--- src/hdl/lrg_pkg.sv ---
// Shared types, constants and helper functions for the ray grid generator.
`timescale 1ns / 1ps
package lrg_pkg;

  localparam int MAX_COLUMNS  = 1024;
  localparam int MAX_RINGS    = 128;
  localparam int CORDIC_ITERS = 30;

  localparam logic [10:0] AZ_COUNT_MAX   = 11'd1024;
  localparam logic [7:0]  EL_COUNT_MAX   = 8'd128;
  localparam logic signed [32:0] CORDIC_GAIN = 33'sd652032874;

  // Register indexes of the configuration port
  localparam logic [2:0] CFG_AZ_COUNT  = 3'd0;
  localparam logic [2:0] CFG_EL_COUNT  = 3'd1;
  localparam logic [2:0] CFG_AZ_START  = 3'd2;
  localparam logic [2:0] CFG_AZ_STEP   = 3'd3;
  localparam logic [2:0] CFG_EL_MIN    = 3'd4;
  localparam logic [2:0] CFG_EL_STEP   = 3'd5;
  localparam logic [2:0] CFG_TIME_STEP = 3'd6;

  // One ray request passed from the front end to the trig back end
  typedef struct packed {
    logic [15:0] az_angle;
    logic [15:0] el_angle;
    logic [33:0] time_ns;
    logic [9:0]  col;
    logic [6:0]  ring;
    logic        last;
  } ray_req_t;

  typedef enum logic [2:0] {
    BK_IDLE,
    BK_ROT,
    BK_MULX,
    BK_MULY,
    BK_EMIT
  } back_state_t;

  // Arctangent table, 2^32 units per turn
  function automatic logic [31:0] atan_turn(input logic [4:0] i);
    logic [31:0] a;
    case (i)
      5'd0:  a = 32'd536870912;
      5'd1:  a = 32'd316933406;
      5'd2:  a = 32'd167458907;
      5'd3:  a = 32'd85004756;
      5'd4:  a = 32'd42667331;
      5'd5:  a = 32'd21354465;
      5'd6:  a = 32'd10679838;
      5'd7:  a = 32'd5340245;
      5'd8:  a = 32'd2670163;
      5'd9:  a = 32'd1335087;
      5'd10: a = 32'd667544;
      5'd11: a = 32'd333772;
      5'd12: a = 32'd166886;
      5'd13: a = 32'd83443;
      5'd14: a = 32'd41722;
      5'd15: a = 32'd20861;
      5'd16: a = 32'd10430;
      5'd17: a = 32'd5215;
      5'd18: a = 32'd2608;
      5'd19: a = 32'd1304;
      5'd20: a = 32'd652;
      5'd21: a = 32'd326;
      5'd22: a = 32'd163;
      5'd23: a = 32'd81;
      5'd24: a = 32'd41;
      5'd25: a = 32'd20;
      5'd26: a = 32'd10;
      5'd27: a = 32'd5;
      5'd28: a = 32'd3;
      5'd29: a = 32'd1;
      default: a = 32'd0;
    endcase
    return a;
  endfunction

  // Round a Q60 product to Q1.15 and saturate
  function automatic logic [15:0] sat_prod(input logic signed [65:0] v);
    logic signed [65:0] t;
    t = (v + (66'sd1 <<< 44)) >>> 45;
    if (t > 66'sd32767) begin
      return 16'h7fff;
    end else if (t < -66'sd32768) begin
      return 16'h8000;
    end else begin
      return t[15:0];
    end
  endfunction

  // Round a Q30 value to Q1.15 and saturate
  function automatic logic [15:0] sat_q30(input logic signed [32:0] v);
    logic signed [32:0] t;
    t = (v + 33'sd16384) >>> 15;
    if (t > 33'sd32767) begin
      return 16'h7fff;
    end else if (t < -33'sd32768) begin
      return 16'h8000;
    end else begin
      return t[15:0];
    end
  endfunction

endpackage

--- src/hdl/lrg_queue.sv ---
// Two-entry request queue between front and back end.
`timescale 1ns / 1ps
module lrg_queue (
  input  logic              clk,
  input  logic              rst_n,
  input  logic              push,
  input  lrg_pkg::ray_req_t wdata,
  input  logic              pop,
  output lrg_pkg::ray_req_t rdata,
  output logic              full,
  output logic              empty
);
  import lrg_pkg::*;

  ray_req_t    mem_r [2];
  logic        wr_ptr_r, rd_ptr_r;
  logic [1:0]  count_r;

  assign full  = (count_r == 2'd2);
  assign empty = (count_r == 2'd0);
  assign rdata = mem_r[rd_ptr_r];

  // Store pushed transaction
  always_ff @(posedge clk) begin
    if (push) begin
      mem_r[wr_ptr_r] <= wdata;
    end
  end

  // Track pointers and fill level
  always_ff @(posedge clk) begin
    if (!rst_n) begin
      wr_ptr_r <= 1'b0;
      rd_ptr_r <= 1'b0;
      count_r  <= 2'd0;
    end else begin
      if (push) begin
        wr_ptr_r <= !wr_ptr_r;
      end
      if (pop) begin
        rd_ptr_r <= !rd_ptr_r;
      end
      if (push && !pop) begin
        count_r <= count_r + 2'd1;
      end else if (pop && !push) begin
        count_r <= count_r - 2'd1;
      end
    end
  end

endmodule

--- config.mk ---
export PLATFORM = sky130hd
export DESIGN_NAME = lrg_queue
export DESIGN_NICKNAME = d
export VERILOG_FILES = /design/src/hdl/lrg_pkg.sv /design/src/hdl/lrg_queue.sv
export SDC_FILE = /design/constraint.sdc
export NUM_CORES = 1
export LEC_CHECK = 0
export BUFFER_PORTS_ARGS = -buffer_cell sky130_fd_sc_hd__buf_2
export CAP_MARGIN = 20
export CORE_MARGIN = 3
export CORE_UTILIZATION = 52
export CTS_CLUSTER_DIAMETER = 30
export CTS_CLUSTER_SIZE = 10
export DETAILED_ROUTE_END_ITERATION = 8
export GPL_TIMING_DRIVEN = 0
export HOLD_SLACK_MARGIN = 0.03
export PLACE_DENSITY = 0.79
export SLEW_MARGIN = 20
export SYNTH_ARGS = -nofsm -noshare
export SYNTH_HDL_FRONTEND = slang
export SYNTH_SLANG_ARGS = --single-unit
--- constraint.sdc ---
create_clock -name clk -period 5.1 [get_ports clk]
set_input_delay 0.255 -clock clk [delete_from_list [all_inputs] [get_ports clk]]
set_output_delay 0.255 -clock clk [all_outputs]
set_load 0.005 [all_outputs]
# Word level (Yosys, flattened, before mapping)
# Memory sizes are Yosys's and may differ from the RTL's. A register that Yosys moved wholly into a read port is not among the register bits.
# Cells that the tools add are included.
# totals
reg_bits,4
mem_bits_rw,168
input_bits,88
wordCells,21
mem_count,1
# mem_list
name,words,word_bits,read_ports,rd_clocked_by_memory_dff,wr,line,text
mem_r,2,84,1,1,1,lrg_queue.sv:15,ray_req_t mem_r [2];
# op_classes
addsub,2
eq_ne,1
mux,6
reduce_logical,8
# op_table
op,n
zero test 1 bit,4
2-to-1 mux 1 bit,4
2-to-1 mux 2 bit,2
adder 2 x 1 -> 2 bit (second input constant),1
equality test 2 bit (second input constant),1
logical AND 1 bit,2
zero test 2 bit,1
nonzero test 2 bit,1
subtractor 2 x 1 -> 2 bit (second input constant),1

# Logic depth before layout (Yosys ltp)
# Gate-level depths: netlist of run 1.
# depth
ltp_word,4
mapped_depth,5

# Least setup slack after synthesis of run 1
# OpenSTA, ideal clock, no wires.
# synth_timing
path_kind,reg-to-reg
startpoint,reg wr_ptr_r
endpoint,"mem mem_r[0][0] in the netlist's numbering, enable pin"
setup_ps,538
t_arrival_ps,4046
required_time_ps,4562
setup_slack_ps,516
stages_incl_launch_ff,2
n_path_buf,0
synth_period_minus_slack_ps,4584
path_cell_list,dfxtp_1 > nor2b_1
# synth_rtl
element,line,text
"start, declared",lrg_queue.sv:16,"logic wr_ptr_r, rd_ptr_r;"
"start signal, assigned",lrg_queue.sv:38,wr_ptr_r <= !wr_ptr_r;
"end, declared",lrg_queue.sv:15,
# Straight into the memory's write port.

==> flow_metrics.env, run 1 <==
export IMPL_dp_cells=603
export IMPL_power_density_nw_per_um2=370
export IMPL_die_area_um2=13500
export IMPL_top_layer_used="met4"
export IMPL_cts_tree="yes"
export IMPL_final_antenna_net_count=0
export IMPL_clock_power_share=0.382
export IMPL_seqPwrFrac=0.506
export IMPL_synth_seq_cells=173
export IMPL_clock_latency_ns=0.42
export IMPL_cts_path_max_buffers=2
export IMPL_ys_top_cells_by_area="edfxtp_1 (80%), mux2_2 (15%), dfxtp_1 (1.6%)"
export IMPL_status="completed"
export IMPL_synth_cells=283
export IMPL_met3_length_um=863
export IMPL_irDropWorstVdd_uv=263
export IMPL_finalClockSkew_ns=0.0101
export IMPL_drv_cap=0
export IMPL_antenna_found_initial=0
export IMPL_grt_pass1_vias=3969
export IMPL_start_util=0.542
export IMPL_clockRootBuffer="clkbuf_16"
export IMPL_yosysSeqAreaShare=0.817
export IMPL_grt_overflow=0
export IMPL_gp_congestion=0.732
export IMPL_fin_ws_ns=3.21
export IMPL_die_h_um=116
export IMPL_ys_types=17
export IMPL_period_share=0.371
export IMPL_grt_total_usage=0.201
export IMPL_p_total_w=0.00328
export IMPL_finalNonFillerCells=719
export IMPL_cp_end_kind="primary output"
export IMPL_htreeDepth=4
export IMPL_grt_max_degree=48
export IMPL_worst_setup_path_type="flip-flop to primary output"
export IMPL_rsz0062_at_grt="no"
export IMPL_ioPinCount=174
export IMPL_port_buffers=173
export IMPL_nFillCells=679
export IMPL_layout_area_seq_um2=5140
export IMPL_dr_pass1_iters=5
export IMPL_vias=3567
export IMPL_crit_fanout=10
export IMPL_viasPerCell=4.96
export IMPL_drv_slew=0
export IMPL_core_um2=11600
export IMPL_max_freq_mhz=529
export IMPL_drive_gt1_frac=0.517
export IMPL_die_width_um=116
export IMPL_arrival_ns=1.64
export IMPL_ys_warnings_count=0
export IMPL_netSwitchingFraction=0.199
export IMPL_slew_headroom=0.630
export IMPL_hpwl_um=7660
export IMPL_yosysTopAreaCell="edfxtp_1"
export IMPL_routed_wirelength_um=12900
export IMPL_clock_sinks=173
export IMPL_pre_cts_slack_ns=3.46
export IMPL_route_met2_wl_um=6940
export IMPL_setup_viol=0
export IMPL_p_leak_nw=3.40
export IMPL_min_path_type="input port to flip-flop"
export IMPL_cts_buffers=17
export IMPL_final_nets=652
export IMPL_syn_cell_area_um2=6300
export IMPL_clkSlewWorstSetupHoldPaths_ns=0.06
export IMPL_power_switching_w=0.000652
export IMPL_wl_met1_um=4860
export IMPL_worstSetupStartpointType="flip-flop"
export IMPL_synth_top_area_share=0.801
export IMPL_antenna_cells=0
export IMPL_areaGrowthSynthToFinish_pct=40.8
export IMPL_finalHoldViolations=0
export IMPL_first_iter_violations=244
export IMPL_remaining_drc_errors=0
export IMPL_multiInputGateArea_um2=1070
export IMPL_intPower_w=0.00263
export IMPL_power_frac_comb=0.111
export IMPL_postSynthAreaPerCell_um2=22.3
export IMPL_fin_crit_ns=1.89
export IMPL_worst_pin_slew_ns=0.555
export IMPL_num_rows=39
export IMPL_wl_per_cell_um=18.0
export IMPL_required_ns=4.85
export IMPL_grt_pass1_wl_um=19900
export IMPL_postCtsSetupBuffers=0
export IMPL_syn_num_nets=372
-- metal layers --
| layer | up-vias | global-route usage |
|---|---|---|
| met1 | 1742 | 0.218 |
| met4 | 0 | 0.0696 |
| met2 | 126 | 0.365 |
| li1 | 1681 | - |
| met3 | 18 | 0.0715 |
| met5 | - | 0 |
-- synth_stat cells --
| library cell | instances |
|---|---|
| o21ai_0 | 1 |
| dfxtp_1 | 5 |
| xor2_1 | 2 |
| edfxtp_1 | 168 |
| buf_2 | 2 |
| ha_1 | 1 |
| mux2_2 | 84 |
| and2_1 | 4 |
| nor2_1 | 1 |
| or3_1 | 1 |
| and2b_2 | 1 |
| inv_1 | 1 |
| xnor2_1 | 1 |
| nor2b_1 | 2 |
| buf_6 | 7 |
| a21boi_1 | 1 |
| o21a_1 | 1 |
-- final cells by class --
class	instances	area share
plain buffers	9	0.0100
clock buffers	24	0.0521
clock inverters	8	0.0131
inverters	1	0.000423
multi-input cells	100	0.121
flip-flops and latches	173	0.580
well taps	143	0.0202
repair buffers	261	0.203
-- cells by family after synthesis --
logic type,share of synthesized area
compound gates,0.00318
xor+xnor,0.00417
fa+ha+maj,0.00199
buf+inv,0.0147
flops,0.817
mux,0.150
simple gates,0.00894
-- what timing repair did --
action / 4_1_cts / 5_1_grt
hold buffers: 84 / 0
resized for setup: 0 / 0
hold endpoints to repair: 168 / 0
-- per-stage QoR --
| stage | setup TNS, ns | area [um^2] | utilization | hold slack [ns] |
|---|---|---|---|---|
| 6_report | 0 | 8870 | 0.764 | 0.110 |
| 5_1_grt | 0 | 8870 | 0.764 | 0.106 |
| 4_1_cts | 0 | 8870 | 0.764 | 0.0948 |
| 2_1_floorplan | 0 | 6300 | - | 0.354 |
| 3_3_place_gp | -123.99 | 7340 | 0.632 | 0.442 |
| 3_5_place_dp | 0 | 7450 | 0.641 | 0.446 |
-- sequential cells by signal, indices dropped and copies added, names as in the netlist, named ones only --
signal    cells
rd_ptr_r      1
wr_ptr_r      1
mem_r       168
count_r       2
-- worst max-delay path, cell delays in order, from the launching register on --
cell,delay (ns)
dfxtp_1,0.36
buf_6,0.19
buf_6,0.18
mux2_2,0.36
buf_2,0.14
-- layout by cell type, fill, tap and decap left out --
master         Yosys  final
buf_16             0      2
dfxtp_1            5      5
clkinv_1           0      1
nor2_1             1      1
nor2b_1            2      1
and2b_2            1      1
inv_1              1      1
buf_6              7      7
and2_1             4      3
clkbuf_16          0     17
xnor2_1            1      1
bufinv_16          0      3
clkbuf_1           0      6
edfxtp_1         168    168
clkinvlp_4         0      1
nor2b_4            0      1
xor2_1             2      2
mux2_2            84     84
buf_12             0      2
clkbuf_8           0      1
or3_1              1      1
a21boi_1           1      1
o21a_1             1      1
clkinv_2           0      3
dlygate4sd3_1      0     84
and2_4             0      1
o21ai_0            1      1
ha_1               1      1
buf_2              2    175
-- path summary, 6_finish.rpt --
check / startpoint / endpoint / slack, ns / cells past startpoint
worst min register to register: count_r[1]$_SDFFE_PN0P_ / count_r[1]$_SDFFE_PN0P_ / 0.53 / 2
worst max register to register: wr_ptr_r$_SDFFE_PN0P_ / mem_r[1][27]$_DFFE_PP_ / 3.50 / 2
worst max-delay path: flip-flop / rdata[21] / 3.21 / 4
worst min-delay path: rst_n / count_r[0]$_SDFFE_PN0P_ / 0.11 / 2
-- power groups by stage --
stage	Combinational (W)	Clock, W	Sequential, W
global route	0.000397	0.00135	0.00167
floorplan	0.000159	0	0.00169
finish	0.000365	0.00125	0.00166
CTS	0.000365	0.00127	0.00166
global placement	0.000290	0	0.00170
detailed placement	0.000311	0	0.00169
Note: power is estimated with default switching activity, not from simulation.
==> run 2: changes to the inputs <==
--- a/config.mk
+++ b/config.mk
@@ -8,13 +8,13 @@
 export BUFFER_PORTS_ARGS = -buffer_cell sky130_fd_sc_hd__buf_2
 export CAP_MARGIN = 20
 export CORE_MARGIN = 3
-export CORE_UTILIZATION = 52
+export CORE_UTILIZATION = 47
 export CTS_CLUSTER_DIAMETER = 30
 export CTS_CLUSTER_SIZE = 10
 export DETAILED_ROUTE_END_ITERATION = 8
 export GPL_TIMING_DRIVEN = 0
 export HOLD_SLACK_MARGIN = 0.03
-export PLACE_DENSITY = 0.79
+export PLACE_DENSITY = 0.76
 export SLEW_MARGIN = 20
 export SYNTH_ARGS = -nofsm -noshare
 export SYNTH_HDL_FRONTEND = slang
==> constraint.sdc (replaced) <==
create_clock -name clk -period 1.7 [get_ports clk]
set_input_delay 0.085 -clock clk [delete_from_list [all_inputs] [get_ports clk]]
set_output_delay 0.085 -clock clk [all_outputs]
set_load 0.005 [all_outputs]
==> run 2 against run 1 <==
Net effect: critical path depth unchanged; critical path type unchanged; global-route usage decreased by 3.1 points; die area increased by 10%; clock-buffer cell count fell by 6; sequential cell count is the same; non-clock buffer count increased by 4; critical endpoint is now rdata[18].
==> flow_metrics.env, run 2 (synthesis results as in run 1) <==
export IMPL_cts_tree="yes"
export IMPL_critical_path_buf_inv_count=3
export IMPL_areaGrowthSynthToFinish_pct=42.9
export IMPL_final_antenna_net_count=0
export IMPL_worst_setup_path_type="flip-flop to primary output"
export IMPL_cts_buffers=17
export IMPL_first_iter_violations=188
export IMPL_finalHoldViolations=0
export IMPL_antenna_found_initial=0
export IMPL_irDropWorstVdd_uv=726
export IMPL_vias=3592
export IMPL_clockRootBuffer="clkbuf_16"
export IMPL_cts_path_max_buffers=2
export IMPL_crit_chain="buf_8 > buf_8 > mux2_2 > buf_2"
export IMPL_required_ns=1.62
export IMPL_clock_latency_ns=0.41
export IMPL_die_area_um2=14800
export IMPL_layout_commonest_cell="buf_2"
export IMPL_nFillCells=844
export IMPL_power_density_nw_per_um2=1100
export IMPL_grt_overflow=0
export IMPL_clkSlewWorstSetupHoldPaths_ns=0.06
export IMPL_period_share=0.966
export IMPL_hpwl_um=7450
export IMPL_grt_pass1_vias=3882
export IMPL_crit_fanout=10
export IMPL_gp_congestion=0.726
export IMPL_rsz0062_at_grt="yes"
export IMPL_fin_util=0.699
export IMPL_largest_register_ffs=168
export IMPL_drive_gt1_frac=0.531
export IMPL_die_h_um=122
export IMPL_core_um2=12900
export IMPL_min_path_type="input port to flip-flop"
export IMPL_worstSetupStartpointType="flip-flop"
export IMPL_start_util=0.489
export IMPL_slowest_delay_ns=0.37
export IMPL_setup_viol=0
export IMPL_wl_per_cell_um=16.3
export IMPL_drv_slew=0
export IMPL_clock_sinks=173
export IMPL_holdCritStartpoint="push"
export IMPL_grt_total_usage=0.170
export IMPL_drv_cap=0
export IMPL_port_buffers=173
export IMPL_num_rows=41
export IMPL_max_freq_mhz=609
export IMPL_top_register="mem_r"
export IMPL_ioPinCount=174
export IMPL_dr_pass1_iters=4
export IMPL_reg2reg_from="wr_ptr_r$_SDFFE_PN0P_"
export IMPL_die_width_um=122
export IMPL_crit_family="buffers and inverters"
export IMPL_finalClockSkew_ns=0.00542
export IMPL_crit_top_cell="buf_8"
export IMPL_status="completed"
export IMPL_layout_common_cells="buf_2 (175), edfxtp_1 (168), dlygate4sd3_1 (86), mux2_2 (84), clkbuf_16 (17)"
export IMPL_arrival_ns=1.56
export IMPL_antenna_cells=0
export IMPL_fin_crit_ns=1.64
export IMPL_reg_largest_list="mem_r (168), count_r (2)"
export IMPL_cp_end_kind="primary output"
export IMPL_slowest_stage="dfxtp_4"
export IMPL_p_leak_nw=3.44
export IMPL_worst_pin_slew_ns=0.650
export IMPL_final_nets=656
export IMPL_slew_headroom=0.566
export IMPL_htreeDepth=4
export IMPL_viasPerCell=4.78
export IMPL_remaining_drc_errors=0
export IMPL_p_total_w=0.00994
export IMPL_grt_max_degree=44
export IMPL_ff2ff_setup_slack_ns=0.12
export IMPL_grt_pass1_wl_um=18900
export IMPL_routed_wirelength_um=12300
-- run 2: worst paths after layout --
check                       endpoint  cells after the start
max                        rdata[18]                      4
min            wr_ptr_r$_SDFFE_PN0P_                      3
max reg2reg   mem_r[1][52]$_DFFE_PP_                      2
min reg2reg  count_r[1]$_SDFFE_PN0P_                      2
-- run 2: worst register-to-register path, cell delays in order, from the launching register on --
cell and delay [ns]:
dfxtp_2 0.36, and2_4 0.54, buf_12 0.32
-- run 2: cell type report --
cell class / instances / area, um^2 / area share
clock buffer: 18 / 429 / 0.0477
tap: 172 / 215 / 0.0239
multi-input combinational: 100 / 1070 / 0.119
timing repair buffer: 265 / 1840 / 0.205
sequential: 173 / 5150 / 0.572
clock inverter: 14 / 169 / 0.0188
inverter: 1 / 3.75 / 0.000417
buffer: 9 / 120 / 0.0133
-- run 2: metrics by stage --
step / instance area [um^2] / cells / hold slack, ns / TNS [ns] / worst slack [ns]
floorplan: 6310 / 283 / 0.184 / -36.78 / -0.298
global placement: 7390 / 628 / 0.272 / -132.07 / -0.917
detailed placement: 7490 / 632 / 0.276 / 0 / 0.0954
CTS: 8960 / 752 / 0.0317 / 0 / 0.00325
global route: 9000 / 752 / 0.0577 / -0.103 / -0.0143
finish: 9000 / 752 / 0.0554 / 0 / 0.0575
-- run 2: power by group --
group	switching, W	total (W)	internal [W]
clock	0.00153	0.00384	0.00231
sequential	0.0000579	0.00498	0.00493
combinational	0.000464	0.00111	0.000651
total	0.00205	0.00994	0.00789
-- run 2: repair_timing --
item	4_1_cts	5_1_grt
gates cloned	1	0
setup buffers	1	0
endpoints found under the setup margin	60	61
endpoints found under the hold margin	173	0
gates resized for setup	3	9
hold buffers	86	0
-- run 2: metal layers --
layer | routed length, um | GRT usage
met5 | 0 | 0
met2 | 6650 | 0.310
met1 | 4630 | 0.179
met4 | 278 | 0.0714
met3 | 710 | 0.0557
