File: config.mk
export PLATFORM = sky130hd
export DESIGN_NAME = lrg_front
export DESIGN_NICKNAME = d
export VERILOG_FILES = /design/src/hdl/lrg_pkg.sv /design/src/hdl/lrg_front.sv
export SDC_FILE = /design/constraint.sdc
export NUM_CORES = 1
export LEC_CHECK = 0
export ABC_AREA = 1
export BUFFER_PORTS_ARGS = -buffer_cell sky130_fd_sc_hd__buf_2
export CAP_MARGIN = 10
export CORE_MARGIN = 8
export CORE_UTILIZATION = 40
export CTS_BUF_LIST = sky130_fd_sc_hd__clkbuf_8
export CTS_CLUSTER_DIAMETER = 80
export DETAILED_ROUTE_END_ITERATION = 10
export SYNTH_ARGS = -nofsm -noshare
export SYNTH_HDL_FRONTEND = slang
export SYNTH_SLANG_ARGS = --single-unit
export TNS_END_PERCENT = 100
File: constraint.sdc
create_clock -name clk -period 5.47 [get_ports clk]
set_input_delay 0.2735 -clock clk [delete_from_list [all_inputs] [get_ports clk]]
set_output_delay 0.2735 -clock clk [all_outputs]
set_load 0.05 [all_outputs]
File: src/hdl/lrg_pkg.sv
// Shared types, constants and helper functions for the ray grid generator.
`timescale 1ns / 1ps
package lrg_pkg;

  localparam int MAX_COLUMNS  = 1024;
  localparam int MAX_RINGS    = 128;
  localparam int CORDIC_ITERS = 30;

  localparam logic [10:0] AZ_COUNT_MAX   = 11'd1024;
  localparam logic [7:0]  EL_COUNT_MAX   = 8'd128;
  localparam logic signed [32:0] CORDIC_GAIN = 33'sd652032874;

  // Register indexes of the configuration port
  localparam logic [2:0] CFG_AZ_COUNT  = 3'd0;
  localparam logic [2:0] CFG_EL_COUNT  = 3'd1;
  localparam logic [2:0] CFG_AZ_START  = 3'd2;
  localparam logic [2:0] CFG_AZ_STEP   = 3'd3;
  localparam logic [2:0] CFG_EL_MIN    = 3'd4;
  localparam logic [2:0] CFG_EL_STEP   = 3'd5;
  localparam logic [2:0] CFG_TIME_STEP = 3'd6;

  // One ray request passed from the front end to the trig back end
  typedef struct packed {
    logic [15:0] az_angle;
    logic [15:0] el_angle;
    logic [33:0] time_ns;
    logic [9:0]  col;
    logic [6:0]  ring;
    logic        last;
  } ray_req_t;

  typedef enum logic [2:0] {
    BK_IDLE,
    BK_ROT,
    BK_MULX,
    BK_MULY,
    BK_EMIT
  } back_state_t;

  // Arctangent table, 2^32 units per turn
  function automatic logic [31:0] atan_turn(input logic [4:0] i);
    logic [31:0] a;
    case (i)
      5'd0:  a = 32'd536870912;
      5'd1:  a = 32'd316933406;
      5'd2:  a = 32'd167458907;
      5'd3:  a = 32'd85004756;
      5'd4:  a = 32'd42667331;
      5'd5:  a = 32'd21354465;
      5'd6:  a = 32'd10679838;
      5'd7:  a = 32'd5340245;
      5'd8:  a = 32'd2670163;
      5'd9:  a = 32'd1335087;
      5'd10: a = 32'd667544;
      5'd11: a = 32'd333772;
      5'd12: a = 32'd166886;
      5'd13: a = 32'd83443;
      5'd14: a = 32'd41722;
      5'd15: a = 32'd20861;
      5'd16: a = 32'd10430;
      5'd17: a = 32'd5215;
      5'd18: a = 32'd2608;
      5'd19: a = 32'd1304;
      5'd20: a = 32'd652;
      5'd21: a = 32'd326;
      5'd22: a = 32'd163;
      5'd23: a = 32'd81;
      5'd24: a = 32'd41;
      5'd25: a = 32'd20;
      5'd26: a = 32'd10;
      5'd27: a = 32'd5;
      5'd28: a = 32'd3;
      5'd29: a = 32'd1;
      default: a = 32'd0;
    endcase
    return a;
  endfunction

  // Round a Q60 product to Q1.15 and saturate
  function automatic logic [15:0] sat_prod(input logic signed [65:0] v);
    logic signed [65:0] t;
    t = (v + (66'sd1 <<< 44)) >>> 45;
    if (t > 66'sd32767) begin
      return 16'h7fff;
    end else if (t < -66'sd32768) begin
      return 16'h8000;
    end else begin
      return t[15:0];
    end
  endfunction

  // Round a Q30 value to Q1.15 and saturate
  function automatic logic [15:0] sat_q30(input logic signed [32:0] v);
    logic signed [32:0] t;
    t = (v + 33'sd16384) >>> 15;
    if (t > 33'sd32767) begin
      return 16'h7fff;
    end else if (t < -33'sd32768) begin
      return 16'h8000;
    end else begin
      return t[15:0];
    end
  endfunction

endpackage

File: src/hdl/lrg_front.sv
// Front end: configuration registers, ray counters and angle formation.
`timescale 1ns / 1ps
module lrg_front (
  input  logic              clk,
  input  logic              rst_n,
  input  logic              cfg_we,
  input  logic [2:0]        cfg_index,
  input  logic [23:0]       cfg_data,
  input  logic              in_valid,
  output logic              in_stall,
  input  logic              in_restart,
  input  logic              q_full,
  output logic              q_push,
  output lrg_pkg::ray_req_t q_wdata
);
  import lrg_pkg::*;

  logic [10:0] az_count_r;
  logic [7:0]  el_count_r;
  logic [15:0] az_start_r;
  logic [15:0] az_step_r;
  logic [15:0] el_min_r;
  logic [15:0] el_step_r;
  logic [23:0] time_step_r;
  logic [9:0]  col_r, col_nxt;
  logic [6:0]  ring_r, ring_nxt;

  logic [10:0] ncol;
  logic [7:0]  nring;
  logic [9:0]  col_cur;
  logic [6:0]  ring_cur;
  logic        col_last, ring_last;
  logic [25:0] az_prod;
  logic [22:0] el_prod;
  logic [33:0] time_prod;

  // Write configuration registers
  always_ff @(posedge clk) begin
    if (!rst_n) begin
      az_count_r  <= 11'd360;
      el_count_r  <= 8'd16;
      az_start_r  <= 16'd32768;
      az_step_r   <= 16'd182;
      el_min_r    <= 16'hf555;
      el_step_r   <= 16'd364;
      time_step_r <= 24'd277778;
    end else if (cfg_we) begin
      case (cfg_index)
        CFG_AZ_COUNT:  az_count_r  <= cfg_data[10:0];
        CFG_EL_COUNT:  el_count_r  <= cfg_data[7:0];
        CFG_AZ_START:  az_start_r  <= cfg_data[15:0];
        CFG_AZ_STEP:   az_step_r   <= cfg_data[15:0];
        CFG_EL_MIN:    el_min_r    <= cfg_data[15:0];
        CFG_EL_STEP:   el_step_r   <= cfg_data[15:0];
        CFG_TIME_STEP: time_step_r <= cfg_data;
        default: ;
      endcase
    end
  end

  // Clamp counts to the supported range
  always_comb begin
    if (az_count_r == 11'd0) begin
      ncol = 11'd1;
    end else if (az_count_r > AZ_COUNT_MAX) begin
      ncol = AZ_COUNT_MAX;
    end else begin
      ncol = az_count_r;
    end
    if (el_count_r == 8'd0) begin
      nring = 8'd1;
    end else if (el_count_r > EL_COUNT_MAX) begin
      nring = EL_COUNT_MAX;
    end else begin
      nring = el_count_r;
    end
  end

  assign in_stall = q_full;
  assign q_push   = in_valid && !q_full;

  assign col_cur  = in_restart ? 10'd0 : col_r;
  assign ring_cur = in_restart ? 7'd0 : ring_r;

  assign col_last  = ({1'b0, col_cur} + 11'd1) >= ncol;
  assign ring_last = ({1'b0, ring_cur} + 8'd1) >= nring;

  assign az_prod   = col_cur * az_step_r;
  assign el_prod   = ring_cur * el_step_r;
  assign time_prod = col_cur * time_step_r;

  // Form the request for the back end
  always_comb begin
    q_wdata.az_angle = az_start_r + az_prod[15:0];
    q_wdata.el_angle = el_min_r + el_prod[15:0];
    q_wdata.time_ns  = time_prod;
    q_wdata.col      = col_cur;
    q_wdata.ring     = ring_cur;
    q_wdata.last     = col_last && ring_last;
  end

  // Advance ring first, column on ring wrap
  always_comb begin
    col_nxt  = col_cur;
    ring_nxt = ring_cur + 7'd1;
    if (ring_last) begin
      ring_nxt = 7'd0;
      col_nxt  = col_last ? 10'd0 : col_cur + 10'd1;
    end
  end

  always_ff @(posedge clk) begin
    if (!rst_n) begin
      col_r  <= 10'd0;
      ring_r <= 7'd0;
    end else if (q_push) begin
      col_r  <= col_nxt;
      ring_r <= ring_nxt;
    end
  end

endmodule

== Word-level counts from Yosys, hierarchy flattened ==
Index checks and enable logic that the tools add are counted.

* Register bits after elaboration: 124
* Input bits: 33
* Output and inout port bits: 86
* Logic and storage cells: 50

* Add/sub/neg operators: 6
* Multiply operators: 3
* $lt $le $gt $ge: 4
* Eq/ne operators: 6
* Muxes and demuxes: 9
* Reduce and logical (&&, ||, !) cells: 13

{| class="wikitable"
|+ Operators by type and width
! operator !! count
|-
| multiplier 10 x 24 -> 34 bit || 1
|-
| adder 16 bit || 2
|-
| 2-to-1 mux 10 bit || 3
|-
| 2-to-1 mux 11 bit || 2
|-
| multiplier 10 x 16 -> 16 bit || 1
|-
| multiplier 7 x 16 -> 16 bit || 1
|-
| 2-to-1 mux 8 bit || 2
|-
| 2-to-1 mux 7 bit || 2
|-
| AND reduction 2 bit || 7
|-
| adder 10 x 1 -> 11 bit, second input constant || 1
|-
| greater-or-equal comparator 11 bit || 1
|-
| greater-than comparator 11 bit, second input constant || 1
|-
| logical NOT 11 bit || 1
|-
| adder 10 x 1 -> 10 bit, second input constant || 1
|-
| == test 3 bit, second input constant || 3
|-
| adder 7 x 1 -> 8 bit, second input constant || 1
|-
| greater-or-equal comparator 8 bit || 1
|-
| greater-than comparator 8 bit, second input constant || 1
|-
| logical NOT 8 bit || 1
|-
| adder 7 x 1 -> 7 bit, second input constant || 1
|-
| == test 3 x 2 -> 1 bit, second input constant || 2
|-
| == test 3 x 1 -> 1 bit, second input constant || 1
|-
| logical NOT 3 bit || 1
|-
| logical AND 1 bit || 2
|-
| logical NOT 1 bit || 1
|}

== Depth between registers and ports, before layout ==
Gate-level depths: netlist of run 1.

* Depth in word-level cells: 6
* Depth in mapped cells: 28

== Worst setup path before layout of run 1 ==
Ideal clock, no wire load.

* Path kind: input-to-output
* From: input in_restart
* To: output q_wdata[81] (netlist name)
* Arrival time: 5.926 ns
* Path slack: -0.730 ns
* Stages: 22
* Path buffers: 3
* Cells stage by stage: buf_12 nor2_4 buf_4 clkbuf_1 nand2_1 fa_1 inv_1 fa_1 inv_1 fa_1 inv_1 fa_1 inv_1 fa_1 inv_1 ha_1 a21o_1 a21oi_1 nand2_1 a21oi_1 o21ai_0 xor2_1

{| class="wikitable"
|+ RTL lines
! element !! line !! source
|-
| start, declared || lrg_front.sv:11 || <nowiki>input logic in_restart,</nowiki>
|-
| end, declared || lrg_front.sv:14 || <nowiki>output lrg_pkg::ray_req_t q_wdata</nowiki>
|}

==> flow_summary_export.csv, run 1 <==
group,metric,value,unit
status,outcome,"finished, violations left",
status,violations,"negative setup slack",
hold_path,holdPathStages,3,
finish,fill_cells,4553,
synth,syn_area,19500,µm²
routing,first_iter_violations,1246,
clock_network,h-tree-depth,4,
routing,drt_wl_total,64500,µm
finish,multi_input_area,16600,µm²
die,die_area,56000,µm²
sta,finalCriticalPeriod,5870,ps
die,die_width,237,µm
worst_setup_path,start_kind,"flop",
global_route,grt_remaining_overflow,0,
flow_run,maxCapViolCount,0,
worst_setup_path,r2r_slack,1710,ps
hold_path,hp-start,"cfg_data[18]",
placed_design,numPortBuffers,118,
finish,final_nets,3438,
synth,synth_area_leaders,"fa_1 (33%), dfxtp_1 (13%), inv_1 (9.7%)",
power,swShare,37.8,%
die,num_io_pins,119,
power,p_leak,13.0,nW
sta,setup_slack,-395,ps
worst_setup_path,cp-end-kind,"output pin",
sta,fin_crit_sh,107,%
routing,drtPass1Iterations,6,
clock_network,cts_buffer_depth,2,
finish,area_delta_synth_final,32.6,%
power,power_density,99.8,nW/µm²
routing,drcViolationCount,0,
worst_setup_path,reg2reg_depth,17,
global_route,grt_util_all_layers,22.9,%
global_route,antenna_found_initial,1,
global_route,grt_pass1_vias,19100,
worst_setup_path,setup.worst_path.start,"col_r[9]",
hold_path,hold_end,"time_step_r[18]",
power,switchingPower,0.000974,W
die,die_height,237,µm
clock_network,cts_hold_buf,0,
clock_network,cts.clk_slew.worst_paths,90,ps
placed_design,gp_congestion,0.924,
sta,setup_tns,-7310,ps
sta,worst_slew_pin_slew,964,ps
global_route,grt_start_max_net_pins,54,
worst_setup_path,reg2reg_to,"col_r[5]",
sta,hold_viol,0,
clock_network,worstSkewPairLatency,460,ps
clock_network,clk_root_buffer_cell,"clkbuf_8",
clock_network,clock_sinks,124,
power,ir_drop,130,µV
synth,async_reset_ff_share,0,%
power,p_int,0.00160,W
sta,skew,18.1,ps
clock_network,cts_tree,"yes",
worst_setup_path,worst-path-max-fanout,5,
synth,syn_nets,3070,
power,pwr-share-clk,31.6,%
routing,num_vias,18200,
global_route,grt_pass1_wl,103000,µm
die,floorplan.initialDensity,40.1,%
synth,synth_cells,2564,
synth,ys_dominant_reg_cell,"dfxtp_1",
routing,wl_per_cell,18.1,µm
power,p_comb_share,31.0,%
synth,seq_area_frac_synth,12.7,%
sta,setup_viol,31,
sta,rsz0062_at_grt,"yes",
routing,ant_nets,0,
clock_network,numCtsBuffers,17,
worst_setup_path,r2r-start,"ring_r[0]",
worst_setup_path,cp_data_required_time,5200,ps
finish,layout-drive-gt1-share,28.0,%
synth,yosysTopAreaCellShare,33.3,%
synth,yosys.area.top_type,"fa_1",
sta,slew_headroom,35.7,%
die,coreArea,48500,µm²
synth,synth_edf_count,0,
hold_path,hold_class,"in -> reg",
synth,ys_ff_latch,124,
worst_setup_path,worstSetupPathType,"reg -> out",
sta,clock.fmax,0.170,GHz
routing,routed_via_density,5.09,
finish,final-seq-area,2490,µm²
sta,slew_viol_final,0,
synth,ys_types,47,
placed_design,dp_hpwl,50900,µm
synth,syn_avg_cell_area,7.60,µm²
die,rows,81,
worst_setup_path,critical_path_arrival,5590,ps
finish,final_core_util,53.2,%
synth,synth_warnings,0,
power,p_seq_share,37.4,%
## sequential cells by signal, summed over array words and instances (netlist names)
| name | count |
|---|---|
| el_min_r | 16 |
| ring_r | 7 |
| az_start_r | 16 |
| el_count_r | 8 |
| az_count_r | 11 |
| az_step_r | 16 |
| col_r | 10 |
| el_step_r | 16 |
| time_step_r | 24 |
## logic make-up after synthesis
logic type	share of synthesized area, %
flip-flops	12.7
AND/OR/NAND/NOR	21.0
XOR/XNOR	3.23
adder cells (fa/ha/maj)	42.9
AO/OA/AOI/OAI	8.50
buffers and inverters	11.7
## per-layer routing
metal | GRT usage (%) | vias up | part of all wire (%)
li1 | - | 8509 | -
met1 | 28.7 | 8951 | 41
met5 | 0 | - | 0
met4 | 6.68 | 0 | 3.4
met3 | 3.38 | 121 | 6.2
met2 | 40.4 | 593 | 50
## critical path, stage by stage (launching register included)
cell       delay (ps)
dfxtp_2           350
inv_2              50
nor2_4            150
inv_2              90
bufbuf_16         280
nor2_1            120
fa_1              440
fa_1              540
fa_2              450
fa_1              520
inv_1              60
fa_1              480
inv_1              60
ha_4              300
nand2_4            80
nor2_4            100
inv_2              60
nor2_4            110
nand4_1           220
nand3_4           230
buf_6             120
xor2_2            140
buf_6             180
## worst max path at each step
stage / slack [ps] / endpoint
finish: -400 / q_wdata[40]
detailed placement: -390 / q_wdata[42]
global route: -570 / q_wdata[40]
floorplan: -90 / q_wdata[81]
CTS: -340 / q_wdata[40]
global placement: -380 / q_wdata[42]
## Yosys cell counts (2+ instances only)
master / count
inv_1: 502
nand2_1: 472
nor2_1: 392
fa_1: 324
ha_1: 149
a21oi_1: 128
dfxtp_1: 124
o21ai_0: 115
nand3_1: 70
clkbuf_1: 63
xor2_1: 50
o211ai_1: 25
xnor2_1: 20
nand4_1: 18
nor3_1: 11
a21o_1: 10
buf_1: 9
a31oi_1: 6
inv_2: 6
buf_2: 5
clkinv_1: 5
nand3b_1: 5
nor2_4: 5
o21ai_1: 5
nand2_2: 4
nand2_4: 4
nor2_2: 4
nor4_1: 4
nor2_8: 3
o21bai_1: 3
a21boi_0: 2
and3_1: 2
buf_4: 2
buf_6: 2
nand3_2: 2
o21a_1: 2
## per-stage QoR
stage	hold slack, ps	power, W	instances	worst slack (ps)	area [µm²]
4_1_cts	53.1	0.00256	3541	-339	25200
6_report	90.4	0.00258	3568	-395	25800
3_3_place_gp	440	0.00165	3458	-381	22800
5_1_grt	80.3	0.00269	3568	-570	25800
2_1_floorplan	398	0.00142	2564	-93.9	19900
3_5_place_dp	448	0.00166	3458	-389	22800
## area by class of cell
cell class / instances / area share, %
multi-input cells: 1845 / 64.3
repair buffers: 431 / 14.0
flip-flops and latches: 124 / 9.66
inverters: 513 / 7.53
well taps: 622 / 3.01
clock buffers: 19 / 1.01
clock inverters: 13 / 0.460
diodes: 1 / 0.00969
## cell usage in the layout, fill, tap and decap left out, drive strengths merged, types with 3 or more instances in the layout
cell type	Yosys	routed
a21o	10	10
a31oi	6	6
clkinv	5	11
ha	149	149
nor4	4	4
clkbuf	63	20
buf	19	429
fa	324	324
nor2	404	404
o21ai	121	121
dfxtp	124	124
xnor2	21	21
clkinvlp	0	6
nand2	480	480
o211ai	25	25
inv	508	508
xor2	50	50
nor3	12	12
a21oi	128	128
o21bai	3	3
nand4	18	18
nand3	72	72
nand3b	5	5
## power groups by stage
stage / Combinational [W] / Sequential, W / Clock [W]
after floorplan: 0.000447 / 0.000973 / 0
after global placement: 0.000669 / 0.000982 / 0
after detailed placement: 0.000676 / 0.000983 / 0
after CTS: 0.000773 / 0.000963 / 0.000822
after global routing: 0.000863 / 0.000968 / 0.000864
final: 0.000800 / 0.000965 / 0.000814
## timing repair
| item | in CTS | in global routing |
|---|---|---|
| gates cloned | 4 | 0 |
| gates resized for setup | 419 | 128 |
| pin swaps | 178 | 124 |
| buffers inserted | 50 | 33 |
| setup endpoints to repair | 36 | 44 |
| endpoints found under the hold margin | 0 | 0 |
No activity file was read; power rests on OpenSTA's default activity.
==> run 2: changes to the inputs <==
- CORE_UTILIZATION: 40 -> 45
==> flow_summary_export.csv, run 2 (same netlist as run 1, synthesis figures left out) <==
group,metric,value,unit
sta,setup_slack,-317,ps
routing,routed_via_density,5.14,
global_route,grt_util_all_layers,25.3,%
routing,ant_nets,0,
routing,drcViolationCount,0,
die,floorplan.initialDensity,45.4,%
routing,wl_per_cell,18.1,µm
placed_design,dpl_worst_slack,-393,ps
sta,slew_headroom,27.2,%
status,outcome,"finished, violations left",
routing,drt_wl_total,63700,µm
routing,first_iter_violations,1081,
die,die_area,50200,µm²
worst_setup_path,cp_data_required_time,5200,ps
flow_run,maxCapViolCount,0,
worst_setup_path,worst-path-max-fanout,3,
global_route,antenna_found_initial,2,
power,ir_drop,128,µV
clock_network,cts_tree,"yes",
die,coreArea,42900,µm²
placed_design,dp_hpwl,49500,µm
placed_design,gp_congestion,0.922,
sta,worst_slew_pin_slew,1090,ps
sta,clock.fmax,0.173,GHz
sta,finalCriticalPeriod,5790,ps
clock_network,cts.clk_slew.worst_paths,80,ps
power,p_total,0.00277,W
global_route,grt_start_max_net_pins,104,
clock_network,clock_sinks,124,
finish,final_common_cell,"inv_1",
finish,largest-register,"time_step_r",
power,power_density,106,nW/µm²
sta,hold_viol,0,
sta,setup_viol,32,
finish,layout-drive-gt1-share,28.8,%
die,die_height,224,µm
finish,area_delta_synth_final,33.9,%
clock_network,cts_hold_buf,0,
finish,multi_input_area,16800,µm²
global_route,grt_remaining_overflow,0,
clock_network,cts_buffer_depth,2,
finish,largest_reg_flops,24,
global_route,grt_pass1_wl,101000,µm
worst_setup_path,cp-end-kind,"output pin",
placed_design,numPortBuffers,118,
die,die_width,224,µm
hold_path,hold_class,"in -> reg",
worst_setup_path,r2r_slack,1570,ps
finish,final-seq-area,2490,µm²
finish,fill_cells,3778,
worst_setup_path,worstSetupPathType,"reg -> out",
global_route,grt_pass1_vias,19200,
power,p_leak,13.1,nW
finish,final_nets,3425,
sta,rsz0062_at_grt,"yes",
status,violations,"negative setup slack",
sta,slew_viol_final,0,
sta,skew,7.62,ps
worst_setup_path,start_kind,"flop",
worst_setup_path,critical_path_arrival,5510,ps
clock_network,numCtsBuffers,17,
routing,drtPass1Iterations,5,
routing,num_vias,18100,
clock_network,clk_root_buffer_cell,"clkbuf_8",
die,num_io_pins,119,
clock_network,worstSkewPairLatency,460,ps
sta,fin_crit_sh,106,%
finish,final_cell_mix,"inv_1 (443), nand2_1 (395), nor2_1 (344)",
clock_network,h-tree-depth,4,
die,rows,76,
[run 2: area by class of cell]
class	count	share of cell area [%]
tap	585	2.81
multi-input combinational	1845	64.5
sequential	124	9.56
clock buffer	18	0.950
timing repair buffer	418	13.8
antenna	1	0.00960
clock inverter	14	0.864
inverter	513	7.44
[run 2: worst paths after layout]
kind | depth (start not counted) | from | end
hold / removal | 3 | cfg_data[18] | time_step_r[18]
setup / recovery | 25 | col_r[2] | q_wdata[50]
setup reg to reg | 17 | ring_r[0] | col_r[1]
hold reg to reg | 2 | el_step_r[15] | el_step_r[15]
[run 2: what timing repair did]
action,in CTS,in global routing
resized for setup,379,222
pin swaps,140,142
setup buffers,43,37
cloned,3,2
endpoints found under the setup margin,39,44
[run 2: through the flow]
step | hold slack [ps] | cell area, µm² | TNS (ps) | util [%] | instances
after floorplan | 398 | 19900 | -384 | - | 2564
after global placement | 441 | 22700 | -5640 | 52.9 | 3410
after detailed placement | 461 | 22700 | -5930 | 52.9 | 3410
after CTS | 24.8 | 25000 | -7430 | 58.4 | 3484
after global routing | 68.6 | 26100 | -13710 | 60.8 | 3518
final | 79.3 | 26100 | -6950 | 60.8 | 3518
[run 2: report_power, final]
part / internal, W / switching (W) / leakage [nW]
clock network: 0.000595 / 0.000402 / 0.249
logic: 0.000289 / 0.000514 / 11.8
registers: 0.000933 / 0.0000320 / 1.01
[run 2: critical path, stage by stage, from the launching register on]
cell and delay, ps:
dfxtp_2 340, inv_2 40, nor2_4 190, buf_12 150, buf_12 100, nand2_2 50
fa_1 510, inv_1 50, fa_1 470, fa_1 530, fa_1 500, inv_1 50
fa_1 500, inv_2 50, ha_4 300, buf_6 110, buf_4 140, nand4_1 130
inv_2 90, nand2_2 60, nand3_2 100, nand4_1 200, nand2_1 120, nand2_1 70
nand2_2 70, buf_8 140
[run 2: routing by layer]
layer	GRT usage, %	share of wire (%)	up-vias
li1	-	-	8468
met1	30.5	40	8888
met2	43.3	49	561
met3	4.98	6.0	164
met4	11.9	4.8	2
met5	0	0.020	-
